===== src/rtl/gbn_pkg.sv =====
// ----------------------------------------------------------------------------
// gbn_pkg: shared types and constants for the go-back-N sender window
// Sequence space, window size, field widths, action codes, the register
// map of the configuration port, and the structs passed between modules.
// ----------------------------------------------------------------------------
package gbn_pkg;

    // Sequence space and send window
    localparam int SEQ_COUNT = 20;
    localparam int WINDOW    = 10;

    // Slot index width, set by the sequence space
    localparam int IDX_W  = $clog2(SEQ_COUNT);
    // Fixed field widths
    localparam int SEQ_W  = 5;
    localparam int CNT_W  = 16;
    localparam int TICK_W = 8;
    localparam int ACT_W  = 2;

    // Configuration port
    localparam int ADDR_W = 3;
    localparam int DATA_W = 32;

    // Register map, decoded from the word address bit
    localparam logic REG_TOTAL_PACKETS = 1'b0;
    localparam logic REG_TIMEOUT_LIMIT = 1'b1;

    // Register reset values
    localparam logic [CNT_W-1:0]  TOTAL_PACKETS_RST = 16'd4;
    localparam logic [TICK_W-1:0] TIMEOUT_LIMIT_RST = 8'd20;

    // Event codes
    typedef enum logic [ACT_W-1:0] {
        ACT_START = 2'd0,
        ACT_SEND  = 2'd1,
        ACT_ACK   = 2'd2,
        ACT_TICK  = 2'd3
    } t_action;

    // Configuration seen by the window logic
    typedef struct packed {
        logic [CNT_W-1:0]  total_packets;
        logic [TICK_W-1:0] timeout_limit;
    } t_cfg;

    // One result transaction
    typedef struct packed {
        logic              send_valid;
        logic [SEQ_W-1:0]  send_seq;
        logic [CNT_W-1:0]  packet_index;
        logic              timeout_fired;
        logic              done_res;
        logic [CNT_W-1:0]  acked_count;
    } t_result;

endpackage


===== src/rtl/go_back_n_sender_window_unit.sv =====
// ----------------------------------------------------------------------------
// go_back_n_sender_window_unit: go-back-N ARQ sender window
// Takes start, send, ack and idle-tick events and returns one result per
// event: the packet sent, rewind indication, completion and ack count.
//
//   channel  direction  handshake                payload
//   in       input      i_in_valid / o_in_stall  i_action, i_ack_seq
//   out      output     o_out_valid / i_out_stall o_send_valid .. o_acked_count
//   cfg      input      psel/penable/pwrite/pready paddr, pwdata, prdata
//
// One transaction per cycle sustained while i_out_stall stays low; an accepted
// event passes the input register, then the result register, and o_out_valid
// rises when the event is written into the result register.
// The window update is a single pass of masks and counters between them.
// Synchronous active-low reset clears the window state and both stages.
// A stalled result holds; the input register keeps filling behind it and
// o_in_stall rises only when both stages are full.
// ----------------------------------------------------------------------------
module go_back_n_sender_window_unit (
    input  logic                        i_clk,
    input  logic                        i_rst_n,
    // Event channel
    input  logic                        i_in_valid,
    output logic                        o_in_stall,
    input  logic [gbn_pkg::ACT_W-1:0]   i_action,
    input  logic [gbn_pkg::SEQ_W-1:0]   i_ack_seq,
    // Result channel
    output logic                        o_out_valid,
    input  logic                        i_out_stall,
    output logic                        o_send_valid,
    output logic [gbn_pkg::SEQ_W-1:0]   o_send_seq,
    output logic [gbn_pkg::CNT_W-1:0]   o_packet_index,
    output logic                        o_timeout_fired,
    output logic                        o_done_res,
    output logic [gbn_pkg::CNT_W-1:0]   o_acked_count,
    // Configuration port
    input  logic                        psel,
    input  logic                        penable,
    input  logic                        pwrite,
    input  logic [gbn_pkg::ADDR_W-1:0]  paddr,
    input  logic [gbn_pkg::DATA_W-1:0]  pwdata,
    output logic [gbn_pkg::DATA_W-1:0]  prdata,
    output logic                        pready
);

    gbn_pkg::t_cfg               cfg;
    gbn_pkg::t_result            win_res;
    gbn_pkg::t_result            r_res;
    gbn_pkg::t_action            r_action;
    logic [gbn_pkg::SEQ_W-1:0]   r_ack_seq;
    logic                        r_in_valid;
    logic                        r_out_valid;
    logic                        in_accept;
    logic                        advance;

    // Configuration registers
    gbn_cfg u_cfg (
        .i_clk   (i_clk),
        .i_rst_n (i_rst_n),
        .psel    (psel),
        .penable (penable),
        .pwrite  (pwrite),
        .paddr   (paddr),
        .pwdata  (pwdata),
        .prdata  (prdata),
        .pready  (pready),
        .o_cfg   (cfg)
    );

    // Window state and event logic
    gbn_win u_win (
        .i_clk     (i_clk),
        .i_rst_n   (i_rst_n),
        .i_step    (advance),
        .i_action  (r_action),
        .i_ack_seq (r_ack_seq),
        .i_cfg     (cfg),
        .o_res     (win_res)
    );

    // Handshake: the event moves on when the result register is free or draining
    assign advance    = r_in_valid && (!r_out_valid || !i_out_stall);
    assign o_in_stall = r_in_valid && !advance;
    assign in_accept  = i_in_valid && !o_in_stall;

    // Stage valids
    always_ff @(posedge i_clk) begin
        if (!i_rst_n) begin
            r_in_valid  <= 1'b0;
            r_out_valid <= 1'b0;
        end else begin
            if (in_accept) begin
                r_in_valid <= 1'b1;
            end else if (advance) begin
                r_in_valid <= 1'b0;
            end
            if (advance) begin
                r_out_valid <= 1'b1;
            end else if (!i_out_stall) begin
                r_out_valid <= 1'b0;
            end
        end
    end

    // Payload registers
    always_ff @(posedge i_clk) begin
        if (in_accept) begin
            r_action  <= gbn_pkg::t_action'(i_action);
            r_ack_seq <= i_ack_seq;
        end
        if (advance) begin
            r_res <= win_res;
        end
    end

    // Result ports
    assign o_out_valid     = r_out_valid;
    assign o_send_valid    = r_res.send_valid;
    assign o_send_seq      = r_res.send_seq;
    assign o_packet_index  = r_res.packet_index;
    assign o_timeout_fired = r_res.timeout_fired;
    assign o_done_res      = r_res.done_res;
    assign o_acked_count   = r_res.acked_count;

    // An advancing event always lands in the result register
    a_adv_lands: assert property (@(posedge i_clk) disable iff (!i_rst_n)
        advance |=> r_out_valid)
        else $error("advanced transaction lost");

    // Accepting over a held event requires it to move on in the same cycle
    a_no_overwrite: assert property (@(posedge i_clk) disable iff (!i_rst_n)
        in_accept && r_in_valid |-> advance)
        else $error("input register overwritten");

    // Idle sends carry a zero sequence and index
    a_idle_send_zero: assert property (@(posedge i_clk) disable iff (!i_rst_n)
        r_out_valid && !r_res.send_valid |-> (r_res.send_seq == '0)
            && (r_res.packet_index == '0))
        else $error("non-send result carries send fields");

endmodule


===== src/rtl/gbn_cfg.sv =====
// ----------------------------------------------------------------------------
// gbn_cfg: configuration registers
// APB-style register file holding the packet total and the timeout limit.
// Zero wait states; writes land on the access phase.
// ----------------------------------------------------------------------------
module gbn_cfg (
    input  logic                         i_clk,
    input  logic                         i_rst_n,
    input  logic                         psel,
    input  logic                         penable,
    input  logic                         pwrite,
    input  logic [gbn_pkg::ADDR_W-1:0]   paddr,
    input  logic [gbn_pkg::DATA_W-1:0]   pwdata,
    output logic [gbn_pkg::DATA_W-1:0]   prdata,
    output logic                         pready,
    output gbn_pkg::t_cfg                o_cfg
);

    logic [gbn_pkg::CNT_W-1:0]  r_total_packets;
    logic [gbn_pkg::TICK_W-1:0] r_timeout_limit;
    logic                       wr_en;
    logic                       reg_sel;

    assign pready  = 1'b1;
    assign wr_en   = psel && penable && pwrite && pready;
    assign reg_sel = paddr[gbn_pkg::ADDR_W-1];

    // Register writes
    always_ff @(posedge i_clk) begin
        if (!i_rst_n) begin
            r_total_packets <= gbn_pkg::TOTAL_PACKETS_RST;
            r_timeout_limit <= gbn_pkg::TIMEOUT_LIMIT_RST;
        end else if (wr_en) begin
            unique case (reg_sel)
                gbn_pkg::REG_TOTAL_PACKETS: begin
                    r_total_packets <= pwdata[gbn_pkg::CNT_W-1:0];
                end
                gbn_pkg::REG_TIMEOUT_LIMIT: begin
                    r_timeout_limit <= pwdata[gbn_pkg::TICK_W-1:0];
                end
                default: begin
                end
            endcase
        end
    end

    // Read mux
    always_comb begin
        prdata = '0;
        unique case (reg_sel)
            gbn_pkg::REG_TOTAL_PACKETS: begin
                prdata = gbn_pkg::DATA_W'(r_total_packets);
            end
            gbn_pkg::REG_TIMEOUT_LIMIT: begin
                prdata = gbn_pkg::DATA_W'(r_timeout_limit);
            end
            default: begin
                prdata = '0;
            end
        endcase
    end

    assign o_cfg.total_packets = r_total_packets;
    assign o_cfg.timeout_limit = r_timeout_limit;

endmodule


===== src/rtl/gbn_win.sv =====
// ----------------------------------------------------------------------------
// gbn_win: sender window state and event logic
// Holds the free-slot bitmap, pointers and counters. Computes one result
// and the next state from the registered event; state updates on i_step.
// ----------------------------------------------------------------------------
module gbn_win (
    input  logic                        i_clk,
    input  logic                        i_rst_n,
    input  logic                        i_step,
    input  gbn_pkg::t_action            i_action,
    input  logic [gbn_pkg::SEQ_W-1:0]   i_ack_seq,
    input  gbn_pkg::t_cfg               i_cfg,
    output gbn_pkg::t_result            o_res
);

    localparam int IW = gbn_pkg::IDX_W;
    localparam int CW = gbn_pkg::CNT_W;
    localparam int TW = gbn_pkg::TICK_W;
    localparam int SC = gbn_pkg::SEQ_COUNT;

    logic [SC-1:0] r_slot_free,   n_slot_free;
    logic [IW-1:0] r_next_seq,    n_next_seq;
    logic [IW-1:0] r_window_base, n_window_base;
    logic [CW-1:0] r_sent_count,  n_sent_count;
    logic [CW-1:0] r_ack_count,   n_ack_count;
    logic [TW-1:0] r_wait_ticks,  n_wait_ticks;

    logic [IW-1:0] outst;
    logic [IW-1:0] seq_inc;
    logic          send_ok;
    logic          fire;
    logic          ack_in_range;
    logic [IW-1:0] ack_idx;
    logic          ack_fwd;
    logic          ack_dup;
    logic [IW:0]   ack_n;
    logic [CW:0]   ack_sum;
    logic [CW-1:0] ack_sat;
    logic [IW-1:0] base_fwd;
    logic [SC-1:0] ack_mask;
    logic [SC-1:0] rewind_mask;
    logic [CW-1:0] sent_back;

    // Outstanding packets, modulo the sequence space
    assign outst = (r_next_seq >= r_window_base) ? IW'(r_next_seq - r_window_base)
                 : IW'(r_next_seq + IW'(SC) - r_window_base);

    assign seq_inc = (r_next_seq == IW'(SC - 1)) ? '0 : IW'(r_next_seq + 1'b1);

    // Send and timeout qualifiers
    assign send_ok = (32'(outst) < 32'(gbn_pkg::WINDOW)) && r_slot_free[r_next_seq]
                  && (r_sent_count < i_cfg.total_packets);
    assign fire    = (r_wait_ticks >= i_cfg.timeout_limit);

    // Cumulative ack decode
    assign ack_in_range = (i_ack_seq != '0) && (32'(i_ack_seq) <= 32'(SC));
    assign ack_idx      = IW'(i_ack_seq - 1'b1);
    assign ack_fwd      = (r_window_base <= ack_idx);
    assign ack_dup      = ({1'b0, r_window_base} == ({1'b0, ack_idx} + 1'b1));
    assign ack_n        = ack_fwd ? (IW + 1)'({1'b0, ack_idx} - {1'b0, r_window_base} + 1'b1)
                        : (IW + 1)'((IW + 1)'(SC) - {1'b0, r_window_base}
                                    + {1'b0, ack_idx} + 1'b1);
    assign ack_sum      = {1'b0, r_ack_count} + (CW + 1)'(ack_n);
    assign ack_sat      = ack_sum[CW] ? '1 : ack_sum[CW-1:0];
    assign base_fwd     = (ack_idx == IW'(SC - 1)) ? '0 : IW'(ack_idx + 1'b1);

    // Rewind drops outstanding packets from the sent count, floor at zero
    assign sent_back = (r_sent_count > CW'(outst)) ? CW'(r_sent_count - CW'(outst)) : '0;

    // Per-slot masks for ack release and rewind release
    always_comb begin
        logic [IW-1:0] jj;
        logic [IW-1:0] offs;
        for (int j = 0; j < SC; j++) begin
            jj   = IW'(j);
            offs = (jj >= r_window_base) ? IW'(jj - r_window_base)
                 : IW'(jj + IW'(SC) - r_window_base);
            if (ack_fwd) begin
                ack_mask[j] = (jj >= r_window_base) && (jj <= ack_idx);
            end else begin
                ack_mask[j] = (jj >= r_window_base) || (jj <= ack_idx);
            end
            rewind_mask[j] = (32'(offs) < 32'(gbn_pkg::WINDOW));
        end
    end

    // Next state and result
    always_comb begin
        n_slot_free   = r_slot_free;
        n_next_seq    = r_next_seq;
        n_window_base = r_window_base;
        n_sent_count  = r_sent_count;
        n_ack_count   = r_ack_count;
        n_wait_ticks  = r_wait_ticks;
        o_res         = '0;

        unique case (i_action)
            gbn_pkg::ACT_START: begin
                n_slot_free   = '1;
                n_next_seq    = '0;
                n_window_base = '0;
                n_sent_count  = '0;
                n_ack_count   = '0;
                n_wait_ticks  = '0;
            end
            gbn_pkg::ACT_SEND: begin
                if (send_ok) begin
                    o_res.send_valid   = 1'b1;
                    o_res.send_seq     = gbn_pkg::SEQ_W'(r_next_seq) + 1'b1;
                    o_res.packet_index = r_sent_count;
                    n_slot_free[r_next_seq] = 1'b0;
                    n_next_seq   = seq_inc;
                    n_sent_count = CW'(r_sent_count + 1'b1);
                end
            end
            gbn_pkg::ACT_ACK: begin
                n_wait_ticks = '0;
                if (ack_in_range && (ack_fwd || !ack_dup)) begin
                    n_slot_free   = r_slot_free | ack_mask;
                    n_ack_count   = ack_sat;
                    n_window_base = ack_fwd ? base_fwd : IW'(ack_idx + 1'b1);
                end
            end
            gbn_pkg::ACT_TICK: begin
                if (fire) begin
                    o_res.timeout_fired = 1'b1;
                    n_slot_free  = r_slot_free | rewind_mask;
                    n_sent_count = sent_back;
                    n_next_seq   = r_window_base;
                    n_wait_ticks = '0;
                end else begin
                    n_wait_ticks = TW'(r_wait_ticks + 1'b1);
                end
            end
            default: begin
            end
        endcase

        o_res.done_res    = (n_ack_count == i_cfg.total_packets);
        o_res.acked_count = n_ack_count;
    end

    // State registers
    always_ff @(posedge i_clk) begin
        if (!i_rst_n) begin
            r_slot_free   <= '1;
            r_next_seq    <= '0;
            r_window_base <= '0;
            r_sent_count  <= '0;
            r_ack_count   <= '0;
            r_wait_ticks  <= '0;
        end else if (i_step) begin
            r_slot_free   <= n_slot_free;
            r_next_seq    <= n_next_seq;
            r_window_base <= n_window_base;
            r_sent_count  <= n_sent_count;
            r_ack_count   <= n_ack_count;
            r_wait_ticks  <= n_wait_ticks;
        end
    end

    // Pointers stay inside the sequence space
    a_ptr_range: assert property (@(posedge i_clk) disable iff (!i_rst_n)
        (32'(r_next_seq) < 32'(SC)) && (32'(r_window_base) < 32'(SC)))
        else $error("window pointer out of sequence space");

    // A sent packet bumps the sent count by one
    a_send_count: assert property (@(posedge i_clk) disable iff (!i_rst_n)
        i_step && o_res.send_valid |=> r_sent_count == CW'($past(r_sent_count) + 1'b1))
        else $error("sent count did not advance on send");

    // Only a start can lower the ack count
    a_ack_mono: assert property (@(posedge i_clk) disable iff (!i_rst_n)
        i_step && (i_action != gbn_pkg::ACT_START) |=> r_ack_count >= $past(r_ack_count))
        else $error("ack count decreased");

    // A sent slot is marked busy afterwards
    a_slot_busy: assert property (@(posedge i_clk) disable iff (!i_rst_n)
        i_step && o_res.send_valid |=> !r_slot_free[$past(r_next_seq)])
        else $error("sent slot still free");

endmodule

===== config.mk =====
export PLATFORM = sky130hd
export DESIGN_NAME = go_back_n_sender_window_unit
export DESIGN_NICKNAME = d
export VERILOG_FILES = /design/src/rtl/gbn_pkg.sv /design/src/rtl/go_back_n_sender_window_unit.sv /design/src/rtl/gbn_cfg.sv /design/src/rtl/gbn_win.sv
export SDC_FILE = /design/constraint.sdc
export NUM_CORES = 1
export LEC_CHECK = 0
export ABC_AREA = 1
export CAP_MARGIN = 30
export CORE_MARGIN = 2
export CORE_UTILIZATION = 66
export CTS_CLUSTER_SIZE = 8
export DETAILED_ROUTE_END_ITERATION = 16
export DONT_BUFFER_PORTS = 1
export PLACE_DENSITY = 0.82
export REMOVE_ABC_BUFFERS = 1
export SYNTH_ARGS = -nofsm -noshare
export SYNTH_HDL_FRONTEND = slang
export SYNTH_SLANG_ARGS = --single-unit
export TNS_END_PERCENT = 5

===== constraint.sdc =====
create_clock -name i_clk -period 5.6 [get_ports i_clk]
set_input_delay 1.12 -clock i_clk [delete_from_list [all_inputs] [get_ports i_clk]]
set_output_delay 1.12 -clock i_clk [all_outputs]
set_load 0.005 [all_outputs]

==> results.txt, run 1 <==
The most frequent cell after synthesis was sky130_fd_sc_hd__nand2_1. In this run, CTS created clock tree buffers numbering 17. The worst setup path is launched from a register. For this run, the slowest stage of the critical path takes 0.46 ns. The post-route clock period utilization works out to 92.73%. For the number of antenna violations at the first check in global routing, the log shows 0. In this run the worst hold path is classified as register to register. By count the netlist is led by 412 x sky130_fd_sc_hd__nand2_1, 207 x sky130_fd_sc_hd__inv_1, 176 x sky130_fd_sc_hd__o21ai_0, 172 x sky130_fd_sc_hd__nor2_1, 142 x sky130_fd_sc_hd__nand3_1. The hold buffer count at cts came out at 0. Worst-skew pair later-pin latency: 0.44 ns. Timing analysis after detailed placement gives a worst setup slack of 0.3479 ns.

Of all cell types, the one taking the most synthesized area is sky130_fd_sc_hd__dfxtp_1. The hold violation total from the final report is 0. The die covers 19,200 µm². The worst setup path is captured at a register. The static power due to leakage is 5.701 nW. The detailed router finished its first iteration with 1,394 violations. Relative to the synthesized area, the layout overhead comes to 6.209%.

The run gives 0 as the count of pins over their slew limit. The actual transition at the worst max-transition pin is 0.8611 ns, and the count of input and output buffers is 0. The largest individual stage delay along the critical path comes from the cell sky130_fd_sc_hd__fa_1. Number of placement rows: 49.

After clock tree synthesis, the clock-pin slew on the worst setup and hold paths is 0.07 ns. Counting distinct cell types in the post-synthesis netlist gives 51. The endpoint identified for the worst register-to-register timing path is o_done_res. Counting cells, the worst reg-to-reg path comes to 31.

For this run, the register share of the synthesized area comes to 27.90%. The tools report the startpoint of the most critical setup path as r_ack_seq[1]. The half-perimeter wire length after placement is 25,690 µm.

The Yosys step of the flow raised 0 warnings. The number of primary I/O pins was 124; the share of flip-flops with an asynchronous set or reset after synthesis was 0%. The area of all sequential standard cells is 3333 µm², and the cell area after synthesis is 11,950 µm². By area the synthesized netlist is led by sky130_fd_sc_hd__dfxtp_1 16%, sky130_fd_sc_hd__nand2_1 13%, sky130_fd_sc_hd__edfxtp_1 12%. Across all hold checks on the routed design, the worst slack comes to 0.4835 ns. For the post-route worst setup slack, the log shows 0.4068 ns.

Fraction of layout cells with a size suffix above 1: 5.889%. The routed length per placed instance was 17.80 µm; the final clock skew was 0.01253 ns. For the count of antenna diodes in the layout, the log shows 0. Dividing total power by cell area gives a power density of 257.0 nW/µm². The detail route stage leaves a number of antenna-violating nets equal to 0. Counting along the longest clock path gives a buffer depth of 2. The clock sink count is 143. The maximum fanout count along the critical path is 8.

Number of vias after detailed routing: 12,370. The average cell area after synthesis works out to 6.646 µm². Beginning of the worst register-to-register path: r_ack_seq[1]. The die boundary height was 138.6 µm; the via density per instance was 6.146.

Synthesized flop and latch total: 143. Setup violations remaining at the end of the flow were counted as 0. CTS placed an instance of sky130_fd_sc_hd__clkbuf_16 at the clock tree root. At the worst endpoint, the required time is 5.79 ns.

The first-pass detailed-route iteration total is 6, and the worst reg-to-reg setup slack is 0.41 ns. The congestion estimate from routability-driven global placement came to 0.9775. Max-cap violations in this run came to 0. TritonCTS built the clock tree. Across the VDD grid, the largest voltage drop is 249.5 µV.

Summing all multi-input logic gate instances after layout gives 7446 µm². Among all flip-flop cells after synthesis, the most frequent one is sky130_fd_sc_hd__dfxtp_1. The completed layout was analyzed and its total power is 0.003262 W. The core region is 17,840 µm².

For the finished layout, the period the worst path requires is 5.193 ns. The number of enable flip-flop cells after synthesis came out at 47. In this design, the critical path's most frequently occurring cell is sky130_fd_sc_hd__nand2_1. Global routing finished with a remaining overflow of 0. Level count of the clock H-tree: 4. Total length of routed wires: 35,810 µm. The run finished with clean final reports. The share of the synthesized area in the top cell type is 16.08%, and the largest net degree at the start of global routing is 66. The arrival time reported for the critical path endpoint is 5.39 ns. The worst setup path is of the register to register kind. In this run the tightest slew margin relative to its limit is 42.53%.

Global routing used 36.22% of the available tracks. The number of global-route vias before repair is 11,280. The number of design rule violations left after detail routing was 0; the end-of-flow core utilization was 71.13%. Derived from the worst setup path, the maximum achievable clock frequency is 192.6 MHz. The chip width was 138.6 µm; the starting density of the core was 66.98%.

In the final design database the tool counted 1,913 nets. The layout has 1,530 filler cells. For the wire length of the first global-routing pass, the log shows 56,920 µm. After technology mapping, the gate count stands at 1,798. The last element of the critical path is o_done_res.
## worst min path at each step
stage | start | endpoint | slack [ns] | cells after the start
after floorplan | u_cfg.r_timeout_limit[1] | u_cfg.r_timeout_limit[1] | 0.45 | 2
after global placement | u_win.r_slot_free[19] | u_win.r_slot_free[19] | 0.47 | 2
after detailed placement | u_cfg.r_timeout_limit[1] | u_cfg.r_timeout_limit[1] | 0.48 | 2
after CTS | u_cfg.r_timeout_limit[6] | u_cfg.r_timeout_limit[6] | 0.49 | 2
after global routing | u_win.r_slot_free[4] | u_win.r_slot_free[4] | 0.52 | 2
final | u_win.r_slot_free[19] | u_win.r_slot_free[19] | 0.48 | 2
## layer usage
layer / part of all wire, % / GRT usage [%] / up-vias
met3: 10 / 7.113 / 120
met5: 0 / 0 / -
met4: 3.9 / 15.36 / 0
met1: 41 / 47.68 / 5632
li1: - / - / 5892
met2: 45 / 58.49 / 721
## placed cells by master, fill, tap and decap left out, drive strengths merged, types with 3 or more instances in the layout
cell | synthesis | routed
nand4 | 23 | 23
nor3 | 18 | 18
o21ai | 179 | 179
o21a | 3 | 3
o211ai | 39 | 39
inv | 212 | 220
o311ai | 4 | 4
nand2 | 429 | 429
nor4 | 5 | 5
a21oi | 118 | 118
nand3b | 5 | 5
o31ai | 3 | 3
a31oi | 12 | 12
nand3 | 152 | 152
buf | 41 | 27
ha | 86 | 86
fa | 8 | 8
conb | 2 | 17
nor2 | 177 | 177
xnor2 | 11 | 11
clkinv | 5 | 10
xor2 | 41 | 41
dfxtp | 96 | 96
o21bai | 4 | 4
edfxtp | 47 | 47
maj3 | 3 | 3
o22ai | 10 | 10
clkbuf | 48 | 18
## through the flow
stage | instance area (µm²) | std cells | TNS, ns
6_report | 12690 | 2012 | 0
5_1_grt | 12690 | 2012 | -0.01125
4_1_cts | 12670 | 2011 | 0
3_5_place_dp | 12060 | 1979 | 0
3_3_place_gp | 12060 | 1979 | 0
2_1_floorplan | 11570 | 1724 | -1.633
## report_power, final
part / internal, W / switching (W)
combinational: 0.000296 / 0.000588
sequential: 0.00113 / 0.0000568
clock: 0.000651 / 0.000541
total: 0.00208 / 0.00119
## what timing repair did
| action | CTS | global route |
|---|---|---|
| setup endpoints to repair | 0 | 1 |
| setup buffers | 0 | 1 |
| gates resized for setup | 0 | 4 |
## worst max-delay path, delay by kind of cell (launching register included)
| family | cells | cell delay (ns) |
|---|---|---|
| adders and majority gates | 4 | 1.54 |
| and+or+nand+nor | 17 | 1.67 |
| AOI/OAI and AO/OA | 3 | 0.48 |
| xor gates and xnor gates | 1 | 0.13 |
| DFF | 1 | 0.45 |
| buffers and inverters | 6 | 0.66 |
## registers in the layout (all words and copies together), names as in the netlist, 2 cells and up
| signal | count |
|---|---|
| o_acked_count | 16 |
| u_win.r_sent_count | 16 |
| u_win.r_ack_count | 16 |
| u_cfg.r_timeout_limit | 8 |
| u_win.r_wait_ticks | 8 |
| o_packet_index | 16 |
| r_ack_seq | 5 |
| u_cfg.r_total_packets | 16 |
| r_action | 2 |
| u_win.r_slot_free | 20 |
| u_win.r_next_seq | 5 |
| o_send_seq | 5 |
| u_win.r_window_base | 5 |
## area by class of cell
type | count | share of cell area (%)
Clock inverter | 14 | 1.331
Sequential cell | 143 | 26.26
Timing Repair Buffer | 27 | 1.597
Tap cell | 229 | 2.258
Multi-Input combinational cell | 1364 | 58.67
Inverter | 217 | 6.418
Clock buffer | 18 | 3.461
## cell families (layout without fill, tap and decap cells)
kind of cell | Yosys count | count (layout) | synth area share (%)
buffers and inverters | 306 | 276 | 10.45
adders and majority gates | 97 | 97 | 10.60
muxes | 1 | 1 | 0.08377
AOI/OAI and AO/OA | 385 | 385 | 17.96
and+or+nand+nor | 812 | 812 | 29.14
other | 2 | 17 | 0.06285
DFF | 143 | 143 | 27.90
xor gates and xnor gates | 52 | 52 | 3.811
Power figures use the tool's default switching activity.
==> run 2, diff against run 1 <==
--- a/config.mk
+++ b/config.mk
@@ -13,7 +13,6 @@
 export DETAILED_ROUTE_END_ITERATION = 16
 export DONT_BUFFER_PORTS = 1
 export PLACE_DENSITY = 0.82
-export REMOVE_ABC_BUFFERS = 1
 export SYNTH_ARGS = -nofsm -noshare
 export SYNTH_HDL_FRONTEND = slang
 export SYNTH_SLANG_ARGS = --single-unit
==> run 2 against run 1 <==
Effect of this change:
- register-to-register slack about the same
- combinational power about the same
- global-route usage increased by 0.43 points
- count of clock-buffer cells in the layout unchanged
- final area decreased by 0.14%
- maximum frequency about the same
- first-iteration DRC count increased by 5.7%
- core utilization decreased by 0.098 points
- total power increased by 0.79%
- routed wire length increased by 0.79%
- sequential share of layout area about the same
- via count increased by 0.53%
- largest power group is now clock
==> results.txt, run 2 (synthesized netlist as in run 1, its figures left out) <==
For the post-route worst setup slack, the log shows 0.4071 ns (+0.0002830 ns). The kind of capture point of the worst setup path is a register. The part of the power in combinational logic was 26.9% (-0.2 points); the signed area change from the synthesized netlist to the final layout was 6.063%. The tools report the total length of routed wires as 36,090 µm (+0.79%).

The cell internal power dissipation was 0.002123 W (+2.2%). The logs give 57,100 µm (+0.31%) for the wire length of the first global-routing pass and 3410 µm (-8.2%) for the routed wire length on met3. The number of design rule violations left after detail routing was 0 (unchanged); the number of placement rows was 49 (unchanged). Residual antenna-violating net count after detailed routing: 0 (unchanged).

For the part of the total power dissipated in the clock network, the log shows 36.9% (+0.4 points). The run gives 0 (unchanged) as the count of pins over their slew limit. The highest routed metal layer was met4. The logs give 1,473 (+5.7%) for the DRC marker count from the first detailed-route iteration and 0.01311 ns (+0.0005719 ns) for the final clock skew. The hold violation total from the final report is 0 (unchanged). The fmax is 192.6 MHz (about the same).

The actual transition at the worst max-transition pin was 0.9242 ns (+0.06306 ns); the met1 wire length was 14,600 µm (-0.14%). The post-route minimum period works out to 5.193 ns (-0.0002830 ns). The global-route congestion overflow total came out at 0 (unchanged). The tools report the launching element type of the critical path as a register. The run gives 66 (unchanged) as the largest net degree at the start of global routing.

The area of all sequential standard cells was 3333 µm² (unchanged); the maximum fanout count along the critical path was 8 (unchanged). Count of input and output buffers: 0 (unchanged). The switching share of total power was 35.43% (-0.91 points).

The logs give 8 (+2) for the first-pass detailed-route iteration total and 2,008 (-0.20%) for the final non-filler cell total. The peak supply drop was 222.9 µV (-11%). Number of vias after detailed routing: 12,430 (+0.53%).

The total of fill cells in the finished design is 1,541 (+0.72%), and the peak per-stage delay on the critical path is 0.46 ns (about the same). The worst hold path belongs to the class register to register. The root buffer cell chosen for the clock tree is sky130_fd_sc_hd__clkbuf_16. The CTS buffer count was 17 (unchanged); the die boundary height was 138.6 µm (unchanged). The total global routing track utilization was 36.65% (+0.43 points). Switching power: 0.001165 W (-1.7%). The fraction of layout cells with a size suffix above 1 was 5.734% (-0.16 points).

For the portion of total power attributed to sequential cells, the log shows 36.1% (-0.3 points). The routability-driven placement congestion ratio is 0.9764 (-0.11%), and the via density per instance is 6.191 (+0.73%). Most used cell along the critical path: sky130_fd_sc_hd__nand2_1.

Routed length per placed instance: 17.98 µm (+0.99%). For the static power due to leakage, the log shows 5.681 nW (-0.35%). The headroom to the max-slew limit was 38.32% (-4.2 points). In the layout the commonest cells are 411 x sky130_fd_sc_hd__nand2_1, 207 x sky130_fd_sc_hd__inv_1, 176 x sky130_fd_sc_hd__o21ai_0, 169 x sky130_fd_sc_hd__nor2_1, 142 x sky130_fd_sc_hd__nand3_1. The tools report the area of the core as 17,840 µm² (unchanged). Setup repair after global routing left no endpoint under its margin. For the full die area, the log shows 19,200 µm² (unchanged).

The final total power was 0.003288 W (+0.79%); the arrival time reported for the critical path endpoint was 5.49 ns (+0.10 ns). The run gives 7446 µm² (unchanged) as the multi-input logic area. The starting density of the core is 66.98% (unchanged), and the flip-flop count of the largest register after layout is 20 (unchanged). The chip width was 138.6 µm (unchanged). The number of cells on the worst hold path works out to 2 (unchanged). The run finished with clean final reports. The post-route clock period utilization was 92.73% (about the same); the worst-skew pair later-pin latency was 0.44 ns (about the same). Register with the highest flop count: u_win.r_slot_free. The number of buffers on the longest clock path was 2 (unchanged); the count of antenna diodes in the layout was 0 (unchanged).

The total of max-cap violations came out at 0 (unchanged). The logs give 0 (unchanged) for the hold buffer count at cts and 16,460 µm (+2.5%) for the detailed-routed wire length on met2. The level count of the clock H-tree was 4 (unchanged); the path depth of the worst reg2reg path was 31 (unchanged). For the number of antenna violations at the first check in global routing, the log shows 1 (+1). The worst setup path category was register to register. The sum of negative setup slack was 0 ns (unchanged); the power density relative to cell area was 259.4 nW/µm² (+0.93%).

The tools report the post-cts repair resize count as 0 (unchanged). Buffers inserted during post-CTS setup optimization: 0 (unchanged). The logs give 5.90 ns (+0.11 ns) for the required time reported for the critical path endpoint and 25,530 µm (-0.65%) for the half-perimeter wire length after placement. TritonCTS built the clock tree.

The worst setup slack before clock tree synthesis was 0.3189 ns (-0.02895 ns); the number of global-route vias before repair was 11,200 (-0.69%). For the number of primary I/O pins, the log shows 124 (unchanged). For the count of nets after finishing, the log shows 1,909 (-0.21%). The commonest non-fill, non-tap cell in the layout is sky130_fd_sc_hd__nand2_1.

The clock input transition at the sequential cells of the worst setup and hold paths came out at 0.07 ns (about the same). The number of endpoints failing setup at the final stage was 0 (unchanged). Among all stages on the critical path, the largest delay is contributed by sky130_fd_sc_hd__fa_1. The placed instance count was 1,976 (-0.15%); the clock sink count was 143 (unchanged).
==> run 2: cell type report <==
type | count | share of cell area [%]
clock buffers | 18 | 3.554
flip-flops and latches | 143 | 26.30
clock inverters | 14 | 1.343
repair buffers | 23 | 1.362
inverters | 217 | 6.427
well taps | 229 | 2.261
multi-input cells | 1364 | 58.75
==> run 2: metrics by stage <==
step	hold WS [ns]	cell area, µm²	utilization (%)
after CTS	0.4903	12660	70.97
after global routing	0.5067	12670	71.04
after global placement	0.4660	12040	67.49
after floorplan	0.4500	12010	-
after detailed placement	0.4808	12040	67.49
final	0.4915	12670	71.04
==> run 2: path summary, 6_finish.rpt <==
path                         start                     to  slack [ns]
max reg2reg           r_ack_seq[1]             o_done_res        0.41
max                   r_ack_seq[1]             o_done_res        0.41
min          u_win.r_slot_free[19]  u_win.r_slot_free[19]        0.49
min reg2reg  u_win.r_slot_free[19]  u_win.r_slot_free[19]        0.49
==> run 2: worst max-delay path: cells and delay by family (launching register included) <==
kind	cells	cell delay (ns)
simple gates	19	2.04
fa+ha+maj	4	1.53
compound gates	3	0.50
buf+inv	4	0.44
flops	1	0.38
xor+xnor	1	0.13
==> run 2: per-layer routing <==
layer,track usage [%],vias up
met5,0,-
met4,18.15,0
met3,6.008,119
met2,59.25,729
li1,-,5901
met1,47.87,5682
==> run 2: power by group through the flow <==
stage	Clock, W	Combinational, W	Sequential, W
final	0.00121	0.000886	0.00119
after global routing	0.00126	0.000986	0.00119
after CTS	0.00122	0.000862	0.00119
after detailed placement	0	0.000848	0.00121
after global placement	0	0.000826	0.00121
after floorplan	0	0.000681	0.00119
